## src/mm_pkg.sv

```systemverilog
package mm_pkg;

  // matrix geometry
  localparam int unsigned MAX_DIM    = 8;
  localparam int unsigned DIM_W      = $clog2(MAX_DIM);
  localparam int unsigned DEPTH      = MAX_DIM * MAX_DIM;
  localparam int unsigned ADDR_W     = 2 * DIM_W;

  // arithmetic widths
  localparam int unsigned ELEM_W     = 16;
  localparam int unsigned PROD_W     = 2 * ELEM_W;
  localparam int unsigned ACC_W      = 40;

  // configuration port
  localparam int unsigned CFG_IDX_W  = 2;
  localparam int unsigned CFG_DATA_W = 4;

  localparam logic [CFG_IDX_W-1:0] REG_ROWS_A    = 2'd0;
  localparam logic [CFG_IDX_W-1:0] REG_INNER_DIM = 2'd1;
  localparam logic [CFG_IDX_W-1:0] REG_COLS_B    = 2'd2;

  localparam logic [CFG_DATA_W-1:0] DIM_RESET = 4'd8;

  // controller states
  typedef enum logic {
    ST_LOAD,
    ST_CALC
  } state_e;

  // tag that travels with each multiply-accumulate step
  typedef struct packed {
    logic             first;
    logic             last;
    logic [DIM_W-1:0] row;
    logic [DIM_W-1:0] col;
    logic             last_run;
  } mm_tag_t;

  // command from controller to datapath
  typedef struct packed {
    logic              wr_en;
    logic              wr_b;
    logic [ADDR_W-1:0] wr_addr;
    logic              rd_en;
    logic [ADDR_W-1:0] rd_a_addr;
    logic [ADDR_W-1:0] rd_b_addr;
    mm_tag_t           tag;
  } mm_cmd_t;

  // register value to highest index: zero acts as one, above MAX_DIM as MAX_DIM
  function automatic logic [DIM_W-1:0] dim_last(input logic [CFG_DATA_W-1:0] v);
    logic [DIM_W-1:0] r;
    if (v == '0) begin
      r = '0;
    end else if (v > CFG_DATA_W'(MAX_DIM)) begin
      r = DIM_W'(MAX_DIM - 1);
    end else begin
      r = DIM_W'(v - 1'b1);
    end
    return r;
  endfunction

endpackage

```

## src/matrix_multiply.sv

```systemverilog
// Dense matrix multiply C = A x B in fixed point (Q3.12 in, Q15.24 out).
// Dimensions l (rows_a), m (inner_dim) and n (cols_b) come from the write
// port: cfg_we_i with cfg_idx_i 0, 1 or 2 and a 4-bit value; zero acts as one,
// values above 8 act as 8. Any write to a valid index restarts the load.
// Elements arrive on element_value_i, taken when start_i is high and busy_o
// is low: all of A row-major, then all of B row-major, one item a cycle.
// The last element of B starts the compute phase; busy_o stays high while a
// single multiply-accumulate unit walks the stores, one product per cycle,
// since both stores have one read port each.
// Results of C leave in row-major order on result_valid_o, one cycle each,
// with out_row_o and out_col_o, and last_of_run_o marks the final element.
// Each step passes the store read, product and output registers in turn.
// A whole run loads (l+n)*m elements and makes l*n*m multiply-accumulate
// steps; at 8x8x8 that is 128 elements.
// Results cannot be held off: each strobe lasts one cycle.
// Reset returns all dimensions to 8 and the load to element A[0][0]; store
// contents are not cleared.
module matrix_multiply
  import mm_pkg::*;
(
  input  logic                     clk_i,
  input  logic                     rst_ni,
  input  logic                     start_i,
  output logic                     busy_o,
  input  logic signed [ELEM_W-1:0] element_value_i,
  input  logic                     cfg_we_i,
  input  logic [CFG_IDX_W-1:0]     cfg_idx_i,
  input  logic [CFG_DATA_W-1:0]    cfg_data_i,
  output logic                     result_valid_o,
  output logic signed [ACC_W-1:0]  product_value_o,
  output logic [DIM_W-1:0]         out_row_o,
  output logic [DIM_W-1:0]         out_col_o,
  output logic                     last_of_run_o
);

  mm_cmd_t cmd;

  // sequencing of loads and multiply-accumulate steps
  mm_ctrl u_ctrl (
    .clk_i      (clk_i),
    .rst_ni     (rst_ni),
    .start_i    (start_i),
    .busy_o     (busy_o),
    .cfg_we_i   (cfg_we_i),
    .cfg_idx_i  (cfg_idx_i),
    .cfg_data_i (cfg_data_i),
    .cmd_o      (cmd)
  );

  // stores, multiplier and accumulator
  mm_datapath u_datapath (
    .clk_i           (clk_i),
    .rst_ni          (rst_ni),
    .cmd_i           (cmd),
    .element_value_i (element_value_i),
    .result_valid_o  (result_valid_o),
    .product_value_o (product_value_o),
    .out_row_o       (out_row_o),
    .out_col_o       (out_col_o),
    .last_of_run_o   (last_of_run_o)
  );

endmodule

```

## src/mm_ctrl.sv

```systemverilog
module mm_ctrl
  import mm_pkg::*;
(
  input  logic                  clk_i,
  input  logic                  rst_ni,
  input  logic                  start_i,
  output logic                  busy_o,
  input  logic                  cfg_we_i,
  input  logic [CFG_IDX_W-1:0]  cfg_idx_i,
  input  logic [CFG_DATA_W-1:0] cfg_data_i,
  output mm_cmd_t               cmd_o
);

  state_e state_q, state_d;

  logic [CFG_DATA_W-1:0] rows_a_q, inner_dim_q, cols_b_q;
  logic                  cfg_hit;

  logic             ld_b_q, ld_b_d;
  logic [DIM_W-1:0] ld_row_q, ld_row_d;
  logic [DIM_W-1:0] ld_col_q, ld_col_d;
  logic [DIM_W-1:0] i_q, i_d, j_q, j_d, k_q, k_d;

  logic [DIM_W-1:0] l_last, m_last, n_last;
  logic [DIM_W-1:0] ld_row_last, ld_col_last;
  logic             accept;
  logic             i_end, j_end, k_end;

  // configuration registers
  assign cfg_hit = cfg_we_i && (cfg_idx_i == REG_ROWS_A || cfg_idx_i == REG_INNER_DIM ||
                                cfg_idx_i == REG_COLS_B);

  always_ff @(posedge clk_i or negedge rst_ni) begin
    if (!rst_ni) begin
      rows_a_q    <= DIM_RESET;
      inner_dim_q <= DIM_RESET;
      cols_b_q    <= DIM_RESET;
    end else if (cfg_we_i) begin
      case (cfg_idx_i)
        REG_ROWS_A:    rows_a_q    <= cfg_data_i;
        REG_INNER_DIM: inner_dim_q <= cfg_data_i;
        REG_COLS_B:    cols_b_q    <= cfg_data_i;
        default: ;
      endcase
    end
  end

  assign l_last = dim_last(rows_a_q);
  assign m_last = dim_last(inner_dim_q);
  assign n_last = dim_last(cols_b_q);

  // load geometry: A is l by m, B is m by n
  assign ld_row_last = ld_b_q ? m_last : l_last;
  assign ld_col_last = ld_b_q ? n_last : m_last;

  assign busy_o = (state_q == ST_CALC);
  assign accept = start_i && !busy_o;

  assign i_end = (i_q == l_last);
  assign j_end = (j_q == n_last);
  assign k_end = (k_q == m_last);

  // state register and counters
  always_ff @(posedge clk_i or negedge rst_ni) begin
    if (!rst_ni) begin
      state_q  <= ST_LOAD;
      ld_b_q   <= 1'b0;
      ld_row_q <= '0;
      ld_col_q <= '0;
      i_q      <= '0;
      j_q      <= '0;
      k_q      <= '0;
    end else begin
      state_q  <= state_d;
      ld_b_q   <= ld_b_d;
      ld_row_q <= ld_row_d;
      ld_col_q <= ld_col_d;
      i_q      <= i_d;
      j_q      <= j_d;
      k_q      <= k_d;
    end
  end

  // next state and commands
  always_comb begin
    state_d  = state_q;
    ld_b_d   = ld_b_q;
    ld_row_d = ld_row_q;
    ld_col_d = ld_col_q;
    i_d      = i_q;
    j_d      = j_q;
    k_d      = k_q;

    cmd_o.wr_en        = 1'b0;
    cmd_o.wr_b         = ld_b_q;
    cmd_o.wr_addr      = {ld_row_q, ld_col_q};
    cmd_o.rd_en        = 1'b0;
    cmd_o.rd_a_addr    = {i_q, k_q};
    cmd_o.rd_b_addr    = {k_q, j_q};
    cmd_o.tag.first    = (k_q == '0);
    cmd_o.tag.last     = k_end;
    cmd_o.tag.row      = i_q;
    cmd_o.tag.col      = j_q;
    cmd_o.tag.last_run = i_end && j_end && k_end;

    case (state_q)
      ST_LOAD: begin
        if (cfg_hit) begin
          // a register write restarts the load
          ld_b_d   = 1'b0;
          ld_row_d = '0;
          ld_col_d = '0;
        end else if (accept) begin
          cmd_o.wr_en = 1'b1;
          if (ld_col_q == ld_col_last) begin
            ld_col_d = '0;
            if (ld_row_q == ld_row_last) begin
              ld_row_d = '0;
              if (ld_b_q) begin
                ld_b_d  = 1'b0;
                i_d     = '0;
                j_d     = '0;
                k_d     = '0;
                state_d = ST_CALC;
              end else begin
                ld_b_d = 1'b1;
              end
            end else begin
              ld_row_d = ld_row_q + 1'b1;
            end
          end else begin
            ld_col_d = ld_col_q + 1'b1;
          end
        end
      end
      ST_CALC: begin
        cmd_o.rd_en = 1'b1;
        if (k_end) begin
          k_d = '0;
          if (j_end) begin
            j_d = '0;
            if (i_end) begin
              i_d     = '0;
              state_d = ST_LOAD;
            end else begin
              i_d = i_q + 1'b1;
            end
          end else begin
            j_d = j_q + 1'b1;
          end
        end else begin
          k_d = k_q + 1'b1;
        end
      end
      default: begin
        state_d = ST_LOAD;
      end
    endcase
  end

endmodule

```

## src/mm_datapath.sv

```systemverilog
module mm_datapath
  import mm_pkg::*;
(
  input  logic                     clk_i,
  input  logic                     rst_ni,
  input  mm_cmd_t                  cmd_i,
  input  logic signed [ELEM_W-1:0] element_value_i,
  output logic                     result_valid_o,
  output logic signed [ACC_W-1:0]  product_value_o,
  output logic [DIM_W-1:0]         out_row_o,
  output logic [DIM_W-1:0]         out_col_o,
  output logic                     last_of_run_o
);

  logic [ELEM_W-1:0] a_mem [DEPTH];
  logic [ELEM_W-1:0] b_mem [DEPTH];

  logic                     s1_valid_q, s2_valid_q;
  mm_tag_t                  s1_tag_q, s2_tag_q;
  logic signed [ELEM_W-1:0] a_rd_q, b_rd_q;
  logic signed [PROD_W-1:0] prod_q;
  logic signed [ACC_W-1:0]  acc_q, acc_d;
  logic                     out_valid_q;
  logic signed [ACC_W-1:0]  out_value_q;
  logic [DIM_W-1:0]         out_row_q, out_col_q;
  logic                     out_last_q;

  // operand stores, one write and one read port each
  always_ff @(posedge clk_i) begin
    if (cmd_i.wr_en && !cmd_i.wr_b) begin
      a_mem[cmd_i.wr_addr] <= element_value_i;
    end
    a_rd_q <= a_mem[cmd_i.rd_a_addr];
  end

  always_ff @(posedge clk_i) begin
    if (cmd_i.wr_en && cmd_i.wr_b) begin
      b_mem[cmd_i.wr_addr] <= element_value_i;
    end
    b_rd_q <= b_mem[cmd_i.rd_b_addr];
  end

  // pipeline valid bits
  always_ff @(posedge clk_i or negedge rst_ni) begin
    if (!rst_ni) begin
      s1_valid_q  <= 1'b0;
      s2_valid_q  <= 1'b0;
      out_valid_q <= 1'b0;
    end else begin
      s1_valid_q  <= cmd_i.rd_en;
      s2_valid_q  <= s1_valid_q;
      out_valid_q <= s2_valid_q && s2_tag_q.last;
    end
  end

  // multiply stage
  always_ff @(posedge clk_i) begin
    s1_tag_q <= cmd_i.tag;
    s2_tag_q <= s1_tag_q;
    prod_q   <= a_rd_q * b_rd_q;
  end

  // accumulate, restarting on the first term of each dot product
  always_comb begin
    if (s2_tag_q.first) begin
      acc_d = ACC_W'(prod_q);
    end else begin
      acc_d = acc_q + ACC_W'(prod_q);
    end
  end

  always_ff @(posedge clk_i) begin
    if (s2_valid_q) begin
      acc_q <= acc_d;
    end
    if (s2_valid_q && s2_tag_q.last) begin
      out_value_q <= acc_d;
      out_row_q   <= s2_tag_q.row;
      out_col_q   <= s2_tag_q.col;
      out_last_q  <= s2_tag_q.last_run;
    end
  end

  assign result_valid_o  = out_valid_q;
  assign product_value_o = out_value_q;
  assign out_row_o       = out_row_q;
  assign out_col_o       = out_col_q;
  assign last_of_run_o   = out_last_q;

endmodule
```

## config.mk

```make
export PLATFORM = sky130hd
export DESIGN_NAME = matrix_multiply
export DESIGN_NICKNAME = d
export VERILOG_FILES = /design/src/mm_pkg.sv /design/src/matrix_multiply.sv /design/src/mm_ctrl.sv /design/src/mm_datapath.sv
export SDC_FILE = /design/constraint.sdc
export NUM_CORES = 2
export LEC_CHECK = 0
export ABC_AREA = 1
export ABC_CLOCK_PERIOD_IN_PS = 7240
export BUFFER_PORTS_ARGS = -buffer_cell sky130_fd_sc_hd__buf_2
export CAP_MARGIN = 20
export CORE_UTILIZATION = 60
export CTS_BUF_LIST = sky130_fd_sc_hd__clkbuf_4
export CTS_CLUSTER_DIAMETER = 40
export DETAILED_ROUTE_END_ITERATION = 8
export PLACE_DENSITY = 0.77
export SLEW_MARGIN = 5
export SYNTH_ARGS = -nofsm -noshare
export SYNTH_HDL_FRONTEND = slang
export SYNTH_HIERARCHICAL = 1
export SYNTH_SLANG_ARGS = --single-unit
```

## constraint.sdc

```tcl
create_clock -name clk_i -period 7.24 [get_ports clk_i]
set_input_delay 0.362 -clock clk_i [delete_from_list [all_inputs] [get_ports clk_i]]
set_output_delay 0.362 -clock clk_i [all_outputs]
set_load 0.005 [all_outputs]
```

* Yosys cells after proc, flatten, opt, wreduce, memory -nomap -nowiden
Memory sizes are Yosys's and may differ from the RTL's. A register that Yosys moved wholly into a read port is not among the register bits.
Index checks and enable logic that the tools add are counted.
** Word-level totals
- Memory bits (writable) :: 2048
- Memories :: 2
- Logic and storage cells :: 139
- Input bits :: 26
- Bits in registers :: 169
- Output and inout port bits :: 49
** Memories
- u_datapath.a_mem :: depth 64, width 16, rd ports 1, clocked after Yosys merged registers in 1, write ports 1, line mm_datapath.sv:15 : logic [ELEM_W-1:0] a_mem [DEPTH];
- u_datapath.b_mem :: depth 64, width 16, rd ports 1, clocked after Yosys merged registers in 1, write ports 1, line mm_datapath.sv:16 : logic [ELEM_W-1:0] b_mem [DEPTH];
** Operators by class
- Magnitude comparators :: 3
- Mux-type cells :: 52
- Reductions and logical operators :: 28
- Bitwise gates (word level) :: 1
- Multipliers :: 1
- Add/sub/neg operators :: 9
- Equal/unequal tests :: 14
** Operators with widths (number)
- 3-bit two-way mux :: 26
- 40-bit by 32-bit adder with 40-bit output :: 1
- 40-bit two-way mux :: 1
- 16-bit by 16-bit multiplier with 32-bit output :: 1
- 1-bit two-way mux :: 21
- 3-bit one-hot mux with 2 select lines :: 3
- 3-bit by 1-bit adder with 3-bit output, second input constant :: 5
- 3-bit == test :: 5
- 4-bit greater-than comparator, second input constant :: 3
- 4-bit logical NOT :: 3
- 3-bit by 1-bit subtractor with 3-bit output, second input constant :: 3
- 2-bit by 1-bit inequality test with 1-bit output, second input constant :: 4
- 2-bit AND reduction :: 4
- 1-bit logical AND :: 7
- 7-bit AND reduction :: 1
- 2-bit inequality test, second input constant :: 3
- 6-bit AND reduction :: 1
- 2-bit nonzero test :: 3
- 5-bit AND reduction :: 1
- 4-bit AND reduction :: 1
- 3-bit logical NOT :: 1
- 3-bit AND reduction :: 1
- 2-bit by 1-bit == test with 1-bit output, second input constant :: 1
- 2-bit == test, second input constant :: 1
- other kinds (5) :: 7

* Logic depth before layout (Yosys ltp)
- Depth in word-level cells :: 10
- Mapped depth :: 25
- Mapped depth without buffers :: 23

* By module
The synthesis kept the hierarchy.
** By module, submodules not included
- mm_datapath :: seq. area each 65828.1 µm², cells each 8792, area each 100059.7 µm², instances 1
- mm_ctrl :: seq. area each 729.4 µm², cells each 295, area each 2050.7 µm², instances 1

* Least setup slack after synthesis
No wires, ideal clock.
- Kind :: reg2reg
- Start :: register u_datapath.a_rd_q[15], read port of u_datapath.a_mem
- End :: register u_datapath.prod_q[31]
- Period minus slack after synthesis :: 5.558 ns
- Arrival :: 5.445 ns
- Library setup time :: 0.113 ns
- Slack :: 1.682 ns
- Required time :: 7.127 ns
- Buffers on the path :: 1
- Stages on the path, launching flop included :: 21
- Cell sequence :: dfxtp_1 -> clkbuf_1 -> nand2_1 -> inv_1 -> fa_1 -> fa_1 -> fa_1 -> fa_1 -> inv_1 -> fa_1 -> inv_1 -> fa_1 -> ha_1 -> inv_1 -> nor3_1 -> nand2_1 -> or2_2 -> nand3_1 -> inv_1 -> nand3_1 -> nand2_1
** Between the ends
- Longest elaborated chain between the ends :: 1
** RTL lines
- start: declaration :: line mm_datapath.sv:20 : logic signed [ELEM_W-1:0] a_rd_q, b_rd_q;
- 16-bit by 16-bit multiplier with 32-bit output :: line mm_datapath.sv:60 : prod_q <= a_rd_q * b_rd_q;
- end signal: assignment :: line mm_datapath.sv:60
- end: declaration :: line mm_datapath.sv:21 : logic signed [PROD_W-1:0] prod_q;
No other way between the ends.
A chain may end at the register's enable or synchronous reset.

* Final worst setup path
- Start :: register u_datapath.b_rd_q[1], read port of u_datapath.b_mem
- End :: register u_datapath.prod_q[31]
** Between the ends
- Longest elaborated chain between the ends :: 1
** RTL lines (line)
- start: declaration :: mm_datapath.sv:20
- 16-bit by 16-bit multiplier with 32-bit output :: mm_datapath.sv:60
No other way between the ends.

==> run metrics <==
crit-path max cell delay=920 ps; DRT iter0 DRCs=9487; Clock Sinks=2249; FMAX=0.160 GHz; commonest cells in the netlist=edfxtp_1 (2135), nand2_1 (1858), nor2_1 (1177), o21ai_0 (931), inv_1 (608); Total Nets Final=9867; Syn Nets=9506; slowest cell on the critical path=fa_1; antenna violations before repair=10; Seq/Total Area, Yosys=65.2%; crit path launch type=flip-flop; vias in the first global route=72300; Crit path max-delay family=adder cells; die span in y=415 um; post-route DRC violation count=0; final max-slew violation count=0; Ports=75; wire per inst=23.0 um; Final Setup Violations=0; total CTS buffers=577; DRT Pass-1 Iters=6; Hold Slack=147 ps; largest cells by area after synthesis=edfxtp_1 (63%), nand2_1 (6.8%), fa_1 (5.2%); status=completed; Yosys top cell by area=edfxtp_1; Unique masters post-synth=44; final WL=277000 um; post-synthesis area per instance=11.2 um2; mapped cell area=0.102 mm2; Core Box Area=0.169 mm2; CP dominant cell by count=fa_1; worst hold start=cfg_idx_i[1]; H-tree levels=6; Synth Instances=9087; TritonCTS clock tree=done; first-pass GRT wire length=419000 um; Worst Hold Path Cells=5; Area growth, synth to finish=9.97%; die area=0.172 mm2; global route overflow=0; Root Buffer=clkbuf_4; worst-skew pair later-pin latency=1410 ps; top-count cell post-synth=edfxtp_1; hpwl dp=161000 um; r2r worst-path depth=19; max-cap violation count=0; Final Hold Vio Count=0; WP buf/inv=5; fin crit share=86.1%; HP Class=input port to flip-flop; via count=72900; Post-CTS Setup Inserts=0; Overall Global Routing Usage=32.1%; Critical Path RT=8460 ps; RSZ-0062 raised after global routing=no; #FFs+latches synth=2249; Post-synth EDFFs=2135; Max-slew headroom=14.6%; largest net degree at the start of global routing=194; PortBufs=74; via/cell ratio=6.05; Worst Path Max Fanout=16; Die Wd=415 um; Initial Utilization=60.4%; ys async rst share=1.42%; RR Endpoint=u_datapath/prod_q[31]$_DFF_P_; Routed Antenna Nets=0; clock buffer depth=4; flop-to-flop setup slack=1010 ps; Most used DFF post-synth=edfxtp_1; post-layout min period=6230 ps; clock-pin slew on the worst setup and hold paths=70 ps; setup TNS=0 ps; Row Count=151; WS Path Type=flip-flop to flip-flop; Worst R2R Start=u_datapath/b_rd_q[1]$_DFF_P_; worst path arrival time=7460 ps; yosys warns=6; Critical Path Start=u_datapath/b_rd_q[1]$_DFF_P_; worst path cell trace=nand2_1 -> inv_1 -> fa_1 -> fa_1 -> fa_1 -> fa_1 -> inv_1 -> fa_1 -> inv_1 -> fa_1 -> ha_1 -> inv_1 -> nor3_1 -> nand2_1 -> or2_2 -> nand3_1 -> inv_1 -> nand3_1 -> nand2_1; WHS Endpoint=u_ctrl/rows_a_q[2]$_DFFE_PN0P_; share of cells above drive strength 1=13.2%; GPL Wtd Cong=0.926; Worst Skew=135 ps; Worst-Margin Slew=1280 ps; post-synth top area share=62.8%; CP Capture Type=flip-flop
[sequential cells by signal, summed over array words and instances (netlist names), 3 cells and up]
name	count
u_ctrl/rows_a_q	4
u_datapath/prod_q	32
u_datapath/a_rd_q	16
u_datapath/product_value_o	40
u_datapath/s2_tag_q	9
u_datapath/s1_tag_q	9
u_ctrl/k_q	3
u_datapath/b_rd_q	16
u_datapath/b_mem	1024
u_datapath/acc_q	40
u_ctrl/cols_b_q	4
u_datapath/a_mem	1024
u_datapath/out_row_o	3
u_ctrl/j_q	3
u_datapath/out_col_o	3
u_ctrl/ld_row_q	3
u_ctrl/inner_dim_q	4
u_ctrl/i_q	3
u_ctrl/ld_col_q	3
[area by class of cell]
cell class / count / area (um2)
timing repair buffer: 324 / 2520
clock inverter: 132 / 707
inverter: 623 / 2380
antenna: 8 / 20.0
fill: 12200 / 56800
sequential: 2249 / 66600
multi-input combinational: 5673 / 31200
clock buffer: 818 / 6140
tap: 2218 / 2780
[worst reg2reg max path, delay by kind of cell (launching register included)]
| family | cells | cell delay (ps) |
|---|---|---|
| adder cells (fa/ha/maj) | 7 | 3890 |
| AND/OR/NAND/NOR | 7 | 1040 |
| flip-flops | 1 | 700 |
| buffers and inverters | 5 | 450 |
[layout by cell type (no fill, tap or decap), drive strengths merged, types with 2 or more instances in the layout]
cell / count
a21boi: 2
a21o: 6
a21oi: 69
a31oi: 2
buf: 275
bufinv: 7
clkbuf: 818
clkinv: 109
clkinvlp: 3
dfrtp: 29
dfstp: 3
dfxtp: 82
diode: 8
dlygate4sd3: 49
edfxtp: 2135
fa: 263
ha: 130
inv: 636
nand2: 1863
nand3: 326
nand3b: 19
nand4: 16
nor2: 1178
nor3: 132
nor4: 2
o211ai: 2
o21ai: 1076
o21bai: 8
o22ai: 512
or2: 19
xnor2: 21
xor2: 24
[worst max path at each step]
| stage | depth (start not counted) | end |
|---|---|---|
| 2_1_floorplan | 20 | u_datapath/prod_q[31]$_DFF_P_ |
| 3_3_place_gp | 19 | u_datapath/prod_q[31]$_DFF_P_ |
| 3_5_place_dp | 19 | u_datapath/prod_q[31]$_DFF_P_ |
| 4_1_cts | 19 | u_datapath/prod_q[31]$_DFF_P_ |
| 5_1_grt | 19 | u_datapath/prod_q[31]$_DFF_P_ |
| 6_report | 19 | u_datapath/prod_q[31]$_DFF_P_ |
[cells by family after synthesis]
group	Yosys count	synth area share [%]
and+or+nand+nor	3557	13.8
DFF	2249	65.2
buffers and inverters	1165	4.93
xor gates and xnor gates	45	0.386
adders and majority gates	393	6.75
AOI/OAI and AO/OA	1678	8.92
[through the flow]
stage	instance area (um2)	util (%)	std cells	setup slack, ps
2_1_floorplan	102000	-	9087	1680
3_3_place_gp	105000	62.0	11000	1100
3_5_place_dp	105000	62.0	11000	1100
4_1_cts	112000	66.4	12000	1020
5_1_grt	112000	66.4	12000	601
6_report	112000	66.4	12000	1010
[what timing repair did]
action                                   CTS  global route
endpoints found under the hold margin   1206             0
hold buffers                              51             0
resized for setup                          0             0
endpoints found under the setup margin     0             0
[layer usage]
| layer | GRT usage [%] | part of all wire, % | up-vias |
|---|---|---|---|
| li1 | - | - | 32500 |
| met5 | 0 | 0.015 | - |
| met2 | 50.7 | 47 | 4515 |
| met1 | 42.1 | 37 | 35200 |
| met4 | 17.3 | 5.2 | 6 |
| met3 | 6.74 | 11 | 719 |
Power is not shown: default switching activity piles up to over one toggle a cycle in this logic, so the estimate is an artifact.
